File: config.mk
export PLATFORM = sky130hd
export DESIGN_NAME = owl_find
export DESIGN_NICKNAME = d
export VERILOG_FILES = /design/src/hw/rtl/owl_pkg.sv /design/src/hw/rtl/owl_find.sv
export SDC_FILE = /design/constraint.sdc
export NUM_CORES = 1
export LEC_CHECK = 0
export ABC_AREA = 0
export BUFFER_PORTS_ARGS = -buffer_cell sky130_fd_sc_hd__buf_2
export CAP_MARGIN = 10
export CORE_AREA = 5 5 197 199
export DETAILED_ROUTE_END_ITERATION = 16
export DIE_AREA = 0 0 202 204
export GPL_TIMING_DRIVEN = 0
export SLEW_MARGIN = 25
export SYNTH_ARGS = -nofsm -noshare
export SYNTH_HDL_FRONTEND = slang
export SYNTH_SLANG_ARGS = --single-unit
export TNS_END_PERCENT = 20
File: constraint.sdc
create_clock -name vclk -period 4.3
set_input_delay 0.645 -clock vclk [all_inputs]
set_output_delay 0.645 -clock vclk [all_outputs]
set_load 0.05 [all_outputs]
File: src/hw/rtl/owl_pkg.sv
// Shared types and constants for the ordered word list engine.
package owl_pkg;

  localparam int unsigned DEPTH     = 256;
  localparam int unsigned WORD_BITS = 32;
  localparam int unsigned IDX_W     = (DEPTH > 1) ? $clog2(DEPTH) : 1;
  localparam int unsigned CNT_W     = $clog2(DEPTH + 1);
  // position math is wide enough for the 8-bit request fields and for the count
  localparam int unsigned POS_W     = (CNT_W > 9) ? CNT_W : 9;
  localparam int unsigned LEAVES    = 2 ** IDX_W;

  typedef logic [WORD_BITS-1:0] word_t;
  typedef logic [POS_W-1:0]     pos_t;
  typedef logic [CNT_W-1:0]     cnt_t;

  typedef enum logic [2:0] {
    OP_APPEND    = 3'd0,
    OP_READ      = 3'd1,
    OP_POP       = 3'd2,
    OP_WRITE     = 3'd3,
    OP_INSERT    = 3'd4,
    OP_DEL_AT    = 3'd5,
    OP_DEL_RANGE = 3'd6,
    OP_DEL_VALUE = 3'd7
  } op_e;

  typedef enum logic [1:0] {
    ST_OK   = 2'd0,
    ST_FULL = 2'd1,
    ST_MISS = 2'd2
  } status_e;

  typedef enum logic [1:0] {
    S_IDLE,
    S_EXEC,
    S_SHIFT,
    S_MATCH
  } state_e;

  typedef enum logic [2:0] {
    CK_HOLD,
    CK_WRITE,
    CK_INSERT,
    CK_DELETE,
    CK_DELMATCH
  } cell_kind_e;

  // broadcast to every cell of the chain
  typedef struct packed {
    cell_kind_e kind;
    pos_t       pos;
    word_t      word;
  } cell_cmd_t;

endpackage

File: src/hw/rtl/owl_find.sv
// Prefix OR over the per-cell match flags: marks every cell at or above the first hit.
module owl_find (
  input  logic [owl_pkg::DEPTH-1:0] match_i,
  output logic [owl_pkg::DEPTH-1:0] pfx_o,
  output logic                      any_o
);
  import owl_pkg::*;

  logic [DEPTH-1:0] lvl [IDX_W+1];

  // log-step prefix: each level doubles the reach
  always_comb begin
    lvl[0] = match_i;
    for (int s = 0; s < IDX_W; s++) begin
      for (int i = 0; i < DEPTH; i++) begin
        if (i >= (1 << s)) lvl[s+1][i] = lvl[s][i] | lvl[s][i - (1 << s)];
        else               lvl[s+1][i] = lvl[s][i];
      end
    end
  end

  assign pfx_o = lvl[IDX_W];
  assign any_o = lvl[IDX_W][DEPTH-1];

endmodule
==> results by group <==
Outcome
  – Status: finished clean

Synth
  – Post-synthesis cell area: 4010 sq um
  – Ys Warns: 0
  – Commonest cells in the netlist: nand2_1, nor2_1, nor4_1, nand3_1, nor3_1
  – Register area share after synthesis: 0%
  – Cell count after synthesis: 722
  – Share of the synthesized area in the top cell type: 12.3%
  – Syn Nets: 978
  – Netlist cell types: 37
  – Mean Syn Cell Area: 5.55 sq um
  – Largest area contributor in the netlist: nor4_1
  – Leading post-synthesis cells by cell area: nor4_1, nand2_1, or4_1, nor2_1, nand3_1
  – Most common cell in the netlist: nand2_1

Finish
  – # nets final: 1513
  – Syn-to-layout area delta: 96.5%
  – N_diodes: 0
  – FF+latch count: 0
  – Storage element area: 0 sq um
  – Layout cells sized above 1: 51.3%
  – Clock buffer cells: 0
  – Core Util, Final: 21.3%

Routing
  – Avg WL per Cell: 26.1 um
  – Residual DRC: 0
  – Routed Wire Length: 45200 um
  – First DRT Iteration DRCs: 523
  – Via density: 4.95
  – Via count: 8554
  – Drt pass-1 iters: 5
  – ANT nets after route: 0

Worst hold path
  – WHS Path Cells: 3
  – Hold Crit Endpoint: pfx_o[78]
  – Worst Hold Launch: match_i[78]
  – HP Class: in2out

Floorplanning
  – Starting density of the core: 10.8%
  – Ports: 513
  – Chip Height: 204 um
  – FP Rows: 71
  – Die area: 41200 sq um
  – Die X: 202 um
  – Core Area: 37000 sq um

Job
  – Max Cap Viol: 0

Timing
  – Setup ws final: 11.9 ps
  – Setup violators final: 0
  – Relative slew margins: 46.7%
  – Final min period: 4290 ps
  – TNS Setup: 0 ps
  – Fin. Hold Viols: 0
  – Final Max Tran Viols: 0
  – RSZ-0062 raised after global routing: yes
  – Worst hold margin: 1680 ps
  – Final worst-path cycle share: 99.7%
  – Fmax: 233 MHz
  – Worst-Margin Slew: 794 ps

Setup path
  – Startpoint types: input pin
  – Worst endpoint required time: 3650 ps
  – Crit end category: primary output
  – CP arrival: 3640 ps
  – CP Max Fanout: 6
  – Worst Setup Path Type: in2out

Global routing
  – Gr usage total: 20.3%
  – Initial antenna violation count: 3
  – Vias in the first global route: 8707
  – Total grt overflow: 0
  – First-pass GRT wire length: 62400 um
  – Largest net degree at the start of global routing: 11

Placed design
  – HPWL after DPL: 40400 um
  – GP Congestion: 0.943
  – Pre-CTS setup slack: -1730 ps
  – Number of port buffers: 513

Clock tree
  – Cts hold-fix bufs: 0

Power
  – Pwr/cell area: 41.4 nW/um^2
  – PnR Total Power: 326 uW
  – Worst IR drop on VDD: 0.0000247 V
  – P_leak: 0.00253 uW
## power by group
part	leakage [uW]	internal (uW)	switching [uW]	total, uW
clock	0	0	0	0
sequential	0	0	0	0
combinational	0.00253	123	203	326
total	0.00253	123	203	326
## cells in the final DEF (no fill, tap or decap), types with 10 or more instances in the layout
master    netlist  layout
buf_2           4     510
nand2_1       102     100
nor2_1         98      94
nand3_1        73      69
nor3_1         72      64
nor4_1         79      54
or3_1          48      45
or4_1          50      45
inv_1          38      38
nand4_1        37      37
buf_4           3      23
or2_2          19      19
nor4_2          2      16
nor4_4          2      13
nand2b_1       14      13
nand3b_1       12      12
or4_4           5      10
## worst max-delay path by stage
stage	slack, ps	endpoint	cells after the start	startpoint
floorplan	-110	pfx_o[209]	6	match_i[93]
global placement	-1680	pfx_o[230]	9	match_i[31]
detailed placement	-1730	pfx_o[194]	9	match_i[31]
CTS	-60	pfx_o[255]	10	match_i[114]
global route	-90	pfx_o[78]	12	match_i[16]
finish	10	pfx_o[78]	12	match_i[16]
## critical path: stages
cell	delay, ps
buf_2	120
or4_4	560
nor4b_4	300
and3_1	210
buf_6	150
inv_4	60
nor2_4	140
and3_4	240
inv_2	60
or4_4	480
or4b_1	500
buf_6	180
## cell type report
type	instances	area, sq um
fillers	4334	29200
multi-input cells	673	4300
repair buffers	533	2760
well taps	474	593
inverters	41	156
plain buffers	8	61.3
## metal layers
layer,global-route usage [%],share of wire [%],vias up
met5,0,0.075,-
met4,4.81,2.9,4
met3,3.21,7.2,47
met2,39.4,52,527
met1,23.2,37,4103
li1,-,-,3873
## cells by family (layout without fill, tap and decap cells)
logic type	Yosys count	after routing	synth area share [%]
buf+inv	49	582	5.06
simple gates	673	673	94.9
## per-stage QoR
step / instances / instance area (sq um)
floorplan: 722 / 4040
global placement: 1709 / 7200
detailed placement: 1709 / 7240
CTS: 1729 / 7790
global route: 1729 / 7880
finish: 1729 / 7880
## what timing repair did
item,CTS,global route
resized for setup,66,18
gates cloned,0,0
buffers inserted,20,0
endpoints found under the setup margin,164,52
pin swaps,12,2
No activity file was read; power rests on OpenSTA's default activity.
