$ cat config.mk
export PLATFORM = sky130hd
export DESIGN_NAME = owl_cell
export DESIGN_NICKNAME = d
export VERILOG_FILES = /design/src/hw/rtl/owl_pkg.sv /design/src/hw/rtl/owl_cell.sv
export SDC_FILE = /design/constraint.sdc
export NUM_CORES = 1
export LEC_CHECK = 0
export ABC_AREA = 1
export ABC_CLOCK_PERIOD_IN_PS = 7900
export BUFFER_PORTS_ARGS = -buffer_cell sky130_fd_sc_hd__buf_2
export CORE_MARGIN = 4
export CORE_UTILIZATION = 50
export CTS_CLUSTER_DIAMETER = 100
export DETAILED_ROUTE_END_ITERATION = 7
export GPL_TIMING_DRIVEN = 1
export PLACE_DENSITY = 0.87
export SLEW_MARGIN = 20
export SYNTH_ARGS = -nofsm -noshare
export SYNTH_HDL_FRONTEND = slang
export SYNTH_SLANG_ARGS = --single-unit
export TNS_END_PERCENT = 50
$ cat constraint.sdc
create_clock -name clk_i -period 7.9 [get_ports clk_i]
set_input_delay 1.185 -clock clk_i [delete_from_list [all_inputs] [get_ports clk_i]]
set_output_delay 1.185 -clock clk_i [all_outputs]
set_load 0.05 [all_outputs]
$ cat src/hw/rtl/owl_pkg.sv
// Shared types and constants for the ordered word list engine.
package owl_pkg;

  localparam int unsigned DEPTH     = 256;
  localparam int unsigned WORD_BITS = 32;
  localparam int unsigned IDX_W     = (DEPTH > 1) ? $clog2(DEPTH) : 1;
  localparam int unsigned CNT_W     = $clog2(DEPTH + 1);
  // position math is wide enough for the 8-bit request fields and for the count
  localparam int unsigned POS_W     = (CNT_W > 9) ? CNT_W : 9;
  localparam int unsigned LEAVES    = 2 ** IDX_W;

  typedef logic [WORD_BITS-1:0] word_t;
  typedef logic [POS_W-1:0]     pos_t;
  typedef logic [CNT_W-1:0]     cnt_t;

  typedef enum logic [2:0] {
    OP_APPEND    = 3'd0,
    OP_READ      = 3'd1,
    OP_POP       = 3'd2,
    OP_WRITE     = 3'd3,
    OP_INSERT    = 3'd4,
    OP_DEL_AT    = 3'd5,
    OP_DEL_RANGE = 3'd6,
    OP_DEL_VALUE = 3'd7
  } op_e;

  typedef enum logic [1:0] {
    ST_OK   = 2'd0,
    ST_FULL = 2'd1,
    ST_MISS = 2'd2
  } status_e;

  typedef enum logic [1:0] {
    S_IDLE,
    S_EXEC,
    S_SHIFT,
    S_MATCH
  } state_e;

  typedef enum logic [2:0] {
    CK_HOLD,
    CK_WRITE,
    CK_INSERT,
    CK_DELETE,
    CK_DELMATCH
  } cell_kind_e;

  // broadcast to every cell of the chain
  typedef struct packed {
    cell_kind_e kind;
    pos_t       pos;
    word_t      word;
  } cell_cmd_t;

endpackage

$ cat src/hw/rtl/owl_cell.sv
// One storage cell of the list chain: holds a word and trades it with its neighbors.
module owl_cell (
  input  logic                    clk_i,
  input  logic [owl_pkg::IDX_W-1:0] pos_i,
  input  owl_pkg::cell_cmd_t      cmd_i,
  input  owl_pkg::word_t          lower_i,
  input  owl_pkg::word_t          upper_i,
  input  logic                    pfx_i,
  output owl_pkg::word_t          word_o,
  output logic                    match_o
);
  import owl_pkg::*;

  word_t word_q;
  word_t word_d;
  pos_t  my_pos;

  assign my_pos = POS_W'(pos_i);

  always_comb begin
    word_d = word_q;
    case (cmd_i.kind)
      CK_WRITE: begin
        if (my_pos == cmd_i.pos) word_d = cmd_i.word;
      end
      CK_INSERT: begin
        // take the lower neighbor above the slot, load the new word at it
        if (my_pos == cmd_i.pos) word_d = cmd_i.word;
        else if (my_pos > cmd_i.pos) word_d = lower_i;
      end
      CK_DELETE: begin
        if (my_pos >= cmd_i.pos) word_d = upper_i;
      end
      CK_DELMATCH: begin
        if (pfx_i) word_d = upper_i;
      end
      default: word_d = word_q;
    endcase
  end

  always_ff @(posedge clk_i) begin
    word_q <= word_d;
  end

  assign word_o  = word_q;
  assign match_o = (word_q == cmd_i.word);

endmodule

==> metrics.cfg, run 1 <==
[outcome]
status=finished, final reports clean

[drt]
first_pass_iters=7
wl_per_cell_um=13.8
ant_nets=0
vias_per_cell=5.01
drt-total-wl_mm=7.92
vias=2867
drtIter0Drc=160
drcViolationCount=0

[worst_setup_path]
crit_buf_inv=3
path_delay_family=compound AO/OA/AOI/OAI gates
required_ns=7.80
critPathMostFrequentCell=inv_2
crit_fanout=33
end_kind=flop
max_stage_delay_ns=0.79
start_kind=input port
cp_cell_sequence=buf_2 -> inv_2 -> nand2_2 -> o21ai_4 -> nor2_8 -> a21oi_2 -> inv_2 -> a21oi_4
cpMaxStageDelayCell=a21oi_4
criticalPathCategory=in -> reg
arrival_ns=3.50

[yosys]
synthDistinctLibCells=27
yosysSeqAreaShare_pct=33.4
synth_top_flop_cell=edfxtp_1
syn_area_um2=2880
synth_async_sr_flop_share_pct=0
synth_cells=356
synth_top_area_cell=edfxtp_1
synth_edf_count=32
avgSynthCellArea_um2=8.08
syn-num-nets=482
synth.top_cell.area_share_pct=33.4
synth_warnings=0
synth.area.top_cells=edfxtp_1 (33%), nand2_1 (15%), o211ai_2 (13%), xnor2_1 (7.0%), inv_1 (6.4%)
synth_seq_cells=32

[floorplanning]
ios=151
coreArea_um2=5540
fp.dieW_um=83.9
initial_core_util_pct=51.9
die_y_um=83.9
dieArea_um2=7030
rows=27

[sta]
min_period_over_period_pct=45.5
fin_tns_setup_ns=0
final_hold_viol_count=0
min_period_ns=3.59
maxSlewHeadroom_pct=30.0
setup_violations=0
worst_pin_slew_ns=1.05
max_freq_mhz=278
maxSlewViolCount=0
rsz0062_at_grt=no

[power]
powerDensity_nw_per_um2=172
ir_worst_vdd_mv=0.0966
leakagePower_nw=1.95

[placed_design]
dp_cells=564
place.gp.congestion=0.892
io_buffers=150
dpl.hpwl_mm=6.23

[global_route]
antenna_found_initial=0
track_usage_pct=22.0
grt_pass1_wl_mm=12.6
globalRouteOverflowTotal=0
grt_pass1_vias=2724
grt_max_degree=65

[clock_network]
path_clk_slew_ns=0.07
cts_made_buffers=5
root_buffer=clkbuf_8
cts.hold.buffers_added=0
postCtsSetupBuffers=0
ctsHtreeMaxLevel=2
clock_path_buffers=2
cts_resized=0
cts_tree=yes
clock-sinks=32

[flow_run]
cap_violations=0

[finish]
drive_gt1_share_pct=41.0
areaGrowthSynthToFinish_pct=29.5
stdcell_count=572
nNetsFinal=625
largest_register_ffs=32
diodes=0

[hold_path]
min_path_type=in -> reg

-- metal layers --
| layer | vias up | track usage [%] | share of wire, % | wire [µm] |
|---|---|---|---|---|
| li1 | 1450 | - | - | - |
| met1 | 1256 | 27.5 | 41 | 3240 |
| met2 | 151 | 37.2 | 48 | 3780 |
| met3 | 10 | 6.52 | 9.7 | 771 |
| met4 | 0 | 5.70 | 1.6 | 128 |
| met5 | - | 0 | 0 | 0 |
-- cells in the mapped netlist (3+ instances only) --
cell type,count
inv_1,49
o211ai_1,3
buf_6,8
o211ai_2,29
nand4_1,6
edfxtp_1,32
ha_1,8
nand2_1,117
nand3_1,35
xor2_1,5
buf_4,5
inv_2,3
or2_2,3
nor2_1,13
xnor2_1,23
a21oi_1,3
-- power by group --
group          leakage, nW  switching [W]  internal, W
clock               0.0541      0.0000629    0.0000933
combinational         1.60       0.000169    0.0000790
sequential           0.297      0.0000165     0.000219
-- metrics by stage --
step           total power, W  hold slack [ns]  instance area (µm²)  utilization, %  setup WS, ns
6_report             0.000640             1.19                 3730            67.3          4.31
4_1_cts              0.000645             1.19                 3730            67.3          4.28
3_3_place_gp         0.000481             1.48                 3590            64.7          3.82
2_1_floorplan        0.000408             1.38                 2880               -          4.29
5_1_grt              0.000674             1.19                 3730            67.3          4.08
3_5_place_dp         0.000488             1.48                 3610            65.2          3.99
-- final timing paths --
path	start	endpoint	slack, ns	cells past startpoint
max	cmd_i[43]	word_o[28]$_DFFE_PP_	4.31	8
min	upper_i[7]	word_o[7]$_DFFE_PP_	1.19	3
-- layout by cell type (no fill, tap or decap), drive strengths merged --
cell type,n
buf,152
nand2,119
inv,52
nand3,36
edfxtp,32
o211ai,32
xnor2,23
nor2,15
ha,8
nand4,6
xor2,5
clkbuf,5
a21oi,5
or2,3
nor3,2
o21ai,2
clkinv,1
bufinv,1
clkinvlp,1
-- final cells by class --
class / count / area [µm²]
Sequential cell: 32 / 961
Clock buffer: 5 / 68.8
Fill cell: 480 / 1810
Timing Repair Buffer: 152 / 786
Multi-Input combinational cell: 256 / 1580
Inverter: 52 / 195
Tap cell: 72 / 90.1
Clock inverter: 3 / 42.5
-- cell families after synthesis --
logic type,after synthesis,share of synthesized area [%]
buf+inv,68,11.9
fa+ha+maj,8,3.48
flops,32,33.4
simple gates,181,27.4
compound gates,39,15.3
xor+xnor,28,8.53
-- worst min-delay path: stages --
cell and delay, ns:
buf_2 0.07, nand2_1 0.04, nand3_1 0.07
No activity file was read; power rests on OpenSTA's default activity.
==> run 2, diff against run 1 <==
Settings changed: ABC_CLOCK_PERIOD_IN_PS 7900 to 3500, CORE_UTILIZATION 50 to 46, PLACE_DENSITY 0.87 to 0.81.
Clock period 7.9 ns to 3.5 ns, I/O delays scaled along.
==> run 2 against run 1 <==
Worst hold slack got worse by 0.66 ns. Via count rose by 1.1%. Wire length grew 1.3%. Combinational power is 130% higher. Final cell count increased by 1.2%. First-iteration DRC count decreased by 16%. Setup slack got worse by 3.1 ns. Utilization shrank 4.9 points. Largest cell class unchanged. Largest power group unchanged. Highest routed layer unchanged.
==> metrics.cfg, run 2 (synthesis gave the netlist of run 1 again) <==
[outcome]
status=finished, final reports clean

[clock_network]
clock_path_buffers=2
postCtsSetupBuffers=0
cts_resized=0
root_buffer=clkbuf_8
path_clk_slew_ns=0.07
ctsHtreeMaxLevel=2
cts_made_buffers=5
cts.hold.buffers_added=0
cts_tree=yes
clock-sinks=32

[worst_setup_path]
cp.depth=7
cpMaxStageDelayCell=edfxtp_1
crit_fanout=3
max_stage_delay_ns=0.41
start_kind=flop
required_ns=2.97
criticalPathCategory=reg -> out
end_kind=output pin
cp-startpoint=word_o[1]$_DFFE_PP_
arrival_ns=1.76
cp_cell_sequence=or2_2 -> nand2_1 -> nand4_1 -> nor2_1 -> nand2_1 -> nor2_1 -> buf_2
path_delay_family=simple AND/OR/NAND/NOR gates
crit_buf_inv=1

[floorplanning]
fp.dieW_um=87.1
coreArea_um2=5990
ios=151
die_y_um=87.1
rows=28
dieArea_um2=7580
initial_core_util_pct=48.0

[global_route]
grt.met2_usage_pct=37.3
globalRouteOverflowTotal=0
grt_pass1_wl_mm=12.5
antenna_found_initial=0
use_met1_pct=24.7
busiest_layer=met2
track_usage_pct=20.9
grt_pass1_vias=2844
grt_max_degree=35
use_met3_pct=4.73

[finish]
final_area_um2=3740
diodes=0
nNetsFinal=629
largest_register_ffs=32
layout_commonest_cell=buf_2
drive_gt1_share_pct=41.3
final_cell_mix=buf_2 (150), nand2_1 (116), inv_1 (49), nand3_1 (35), edfxtp_1 (32)
areaGrowthSynthToFinish_pct=29.9

[sta]
final_hold_viol_count=0
setup_violations=0
min_period_ns=2.28
rsz0062_at_grt=no
max_freq_mhz=438
maxSlewHeadroom_pct=64.6
maxSlewViolCount=0
fin_tns_setup_ns=0
worst_pin_slew_ns=0.531
min_period_over_period_pct=65.3

[hold_path]
worstHoldStart=upper_i[1]
min_path_type=in -> reg
min_path_cells=3

[flow_run]
cap_violations=0

[power]
leakagePower_nw=1.96
seq_power_share_pct=36.8
clkPwrFrac_pct=24.3
switchingPower_w=0.000557
powerDensity_nw_per_um2=386
swShare_pct=38.6
ir_worst_vdd_mv=0.223
p_int_w=0.000886
power_frac_comb_pct=38.9

[drt]
first_pass_iters=5
wl_per_cell_um=13.9
vias_per_cell=5.01
drcViolationCount=0
drt-total-wl_mm=8.03
ant_nets=0
vias=2898
drtIter0Drc=135

[placed_design]
postPlaceCellArea_um2=3630
place.gp.congestion=0.883
dpl.hpwl_mm=6.31
io_buffers=150

==> run 2: area by class of cell <==
type	count	area, µm²
clock buffer	6	72.6
multi-input combinational	256	1580
clock inverter	2	35.0
tap	75	93.8
inverter	52	195
fill	532	2250
timing repair buffer	156	796
sequential	32	961
==> run 2: power by group through the flow <==
stage                     Sequential [W]  Combinational [W]  Clock (W)
after detailed placement        0.000541           0.000564          0
after global placement          0.000537           0.000556          0
after CTS                       0.000533           0.000567   0.000363
final                           0.000532           0.000561   0.000351
after global routing            0.000539           0.000605   0.000383
after floorplan                 0.000726           0.000195          0
==> run 2: tightest hold or removal path, cell delays in order <==
cell	delay, ns
buf_2	0.08
nand2_1	0.04
nand3_1	0.06
==> run 2: path summary, 6_finish.rpt <==
check,end
max,match_o
min,word_o[1]$_DFFE_PP_
==> run 2: through the flow <==
| stage | std cells | worst slack [ns] | utilization [%] | hold WS [ns] | power [W] |
|---|---|---|---|---|---|
| after floorplan | 356 | 0.787 | - | 0.722 | 0.000921 |
| final | 579 | 1.22 | 62.4 | 0.530 | 0.00144 |
| after global placement | 571 | 1.26 | 60.6 | 0.816 | 0.00109 |
| after CTS | 579 | 1.21 | 62.4 | 0.525 | 0.00146 |
| after detailed placement | 571 | 1.26 | 60.6 | 0.822 | 0.00111 |
| after global routing | 579 | 1.11 | 62.4 | 0.522 | 0.00153 |
==> run 2: routing by layer <==
metal	share of wire, %	up-vias
li1	-	1462
met1	39	1283
met2	50	139
met3	9.1	14
met4	1.9	0
met5	0	-
==> run 3, diff against run 2 <==
Settings changed: ABC_CLOCK_PERIOD_IN_PS 3500 to 2200.
Clock period 3.5 ns to 2.2 ns, I/O delays scaled along.
==> run 3 against run 2 <==
Die area stayed put. Worst hold slack worse by 0.19 ns. Via count decreased by 1.8%. Clock power grew 16%. Non-clock buffer count is 1 lower. Combinational power increased by 60%. Global-route usage down 0.12 points. Sequential power increased by 58%. Power rose by 49%. Wire length down 2.2%. Setup slack worse by 1.1 ns. Final cell count shrank 0.35%.
==> metrics.cfg, run 3 (synthesis gave the netlist of run 1 again) <==
[outcome]
status=finished, final reports clean

[floorplanning]
initial_core_util_pct=48.0
dieArea_um2=7580
fp.dieW_um=87.1
coreArea_um2=5990
rows=28
ios=151
die_y_um=87.1

[global_route]
grt_pass1_wl_mm=12.6
antenna_found_initial=0
grt_pass1_vias=2854
globalRouteOverflowTotal=0
grt_max_degree=37
track_usage_pct=20.8

[sta]
final_hold_viol_count=0
min_period_over_period_pct=94.5
maxSlewViolCount=0
max_freq_mhz=481
min_period_ns=2.08
rsz0062_at_grt=no
timing.hold.ws_ns=0.345
worst_pin_slew_ns=0.533
setup_violations=0
finalWorstSetupSlack_ns=0.122
maxSlewHeadroom_pct=64.5

[clock_network]
ctsHtreeMaxLevel=2
postCtsSetupBuffers=0
root_buffer=clkbuf_8
cts_made_buffers=5
cts.hold.buffers_added=0
clock_path_buffers=2
clock-sinks=32
path_clk_slew_ns=0.07
cts_resized=0
cts_tree=yes

[worst_setup_path]
arrival_ns=1.75
end_kind=output pin
cpMaxStageDelayCell=edfxtp_1
start_kind=flop
criticalPathCategory=reg -> out
path_delay_family=simple AND/OR/NAND/NOR gates
required_ns=1.87
crit_fanout=3
max_stage_delay_ns=0.40
crit_buf_inv=1
cp_cell_sequence=or2_2 -> nand2_1 -> nand4_1 -> nor2_1 -> nand2_1 -> nor2_1 -> buf_2

[hold_path]
min_to=word_o[29]$_DFFE_PP_
min_path_cells=3
min_path_type=in -> reg
worstHoldStart=upper_i[29]

[power]
powerDensity_nw_per_um2=574
swShare_pct=40.1
clkPwrFrac_pct=18.9
power_frac_comb_pct=41.7
p_int_w=0.00129
leakagePower_nw=1.96
total_power_w=0.00214
switchingPower_w=0.000859
seq_power_share_pct=39.3
ir_worst_vdd_mv=0.303

[finish]
stdcell_count=577
diodes=0
layout_commonest_cell=buf_2
largest_register_ffs=32
final_cell_mix=buf_2 (150), nand2_1 (116), inv_1 (49), nand3_1 (35), edfxtp_1 (32)
areaGrowthSynthToFinish_pct=29.8
nNetsFinal=628
drive_gt1_share_pct=40.8

[drt]
first_pass_iters=4
vias=2846
wl_per_cell_um=13.6
vias_per_cell=4.93
ant_nets=0
drcViolationCount=0
drt-total-wl_mm=7.85
drtIter0Drc=95

[placed_design]
place.gp.congestion=0.818
dpl.hpwl_mm=6.21
io_buffers=150
dp_cells=570
place_ws_ns=0.293

[flow_run]
cap_violations=0

run 3: cell types whose count changed in the layout (fill, tap and decap cells not counted), sizes merged:
cell    change
bufinv      -1
clkinv      +1
buf         -1
clkbuf      -1
run 3: layer usage:
metal  wire length, µm  up-vias  global-route usage, %
li1                  -     1457                      -
met1              3130     1284                   24.4
met2              4030       97                   38.9
met3               605        8                   3.97
met4                91        0                   4.39
met5                 0        -                      0
run 3: layout make-up:
type | count | area, µm²
clock inverters | 2 | 7.51
multi-input cells | 256 | 1580
repair buffers | 155 | 826
clock buffers | 5 | 68.8
flip-flops and latches | 32 | 961
inverters | 52 | 195
well taps | 75 | 93.8
fillers | 571 | 2260
run 3: worst max path at each step:
| stage | startpoint | slack [ns] | depth (start not counted) | to |
|---|---|---|---|---|
| 2_1_floorplan | word_o[25]$_DFFE_PP_ | -0.04 | 6 | match_o |
| 3_3_place_gp | cmd_i[34] | 0.33 | 12 | word_o[31]$_DFFE_PP_ |
| 3_5_place_dp | cmd_i[36] | 0.29 | 9 | word_o[8]$_DFFE_PP_ |
| 4_1_cts | word_o[1]$_DFFE_PP_ | 0.09 | 7 | match_o |
| 5_1_grt | word_o[29]$_DFFE_PP_ | 0.02 | 7 | match_o |
| 6_report | word_o[1]$_DFFE_PP_ | 0.12 | 7 | match_o |
run 3: power by group through the flow:
stage | sequential, W | combinational, W | clock (W)
after floorplan | 0.00115 | 0.000312 | 0
after global placement | 0.000852 | 0.000884 | 0
after detailed placement | 0.000857 | 0.000901 | 0
after CTS | 0.000844 | 0.000904 | 0.000424
after global routing | 0.000857 | 0.000961 | 0.000459
final | 0.000843 | 0.000895 | 0.000406
run 3: stage by stage:
| step | util [%] | cell area, µm² | setup TNS [ns] |
|---|---|---|---|
| 2_1_floorplan | - | 2880 | -0.0436 |
| 3_3_place_gp | 61.1 | 3660 | 0 |
| 3_5_place_dp | 61.1 | 3660 | 0 |
| 4_1_cts | 62.3 | 3730 | 0 |
| 5_1_grt | 62.3 | 3730 | 0 |
| 6_report | 62.3 | 3730 | 0 |
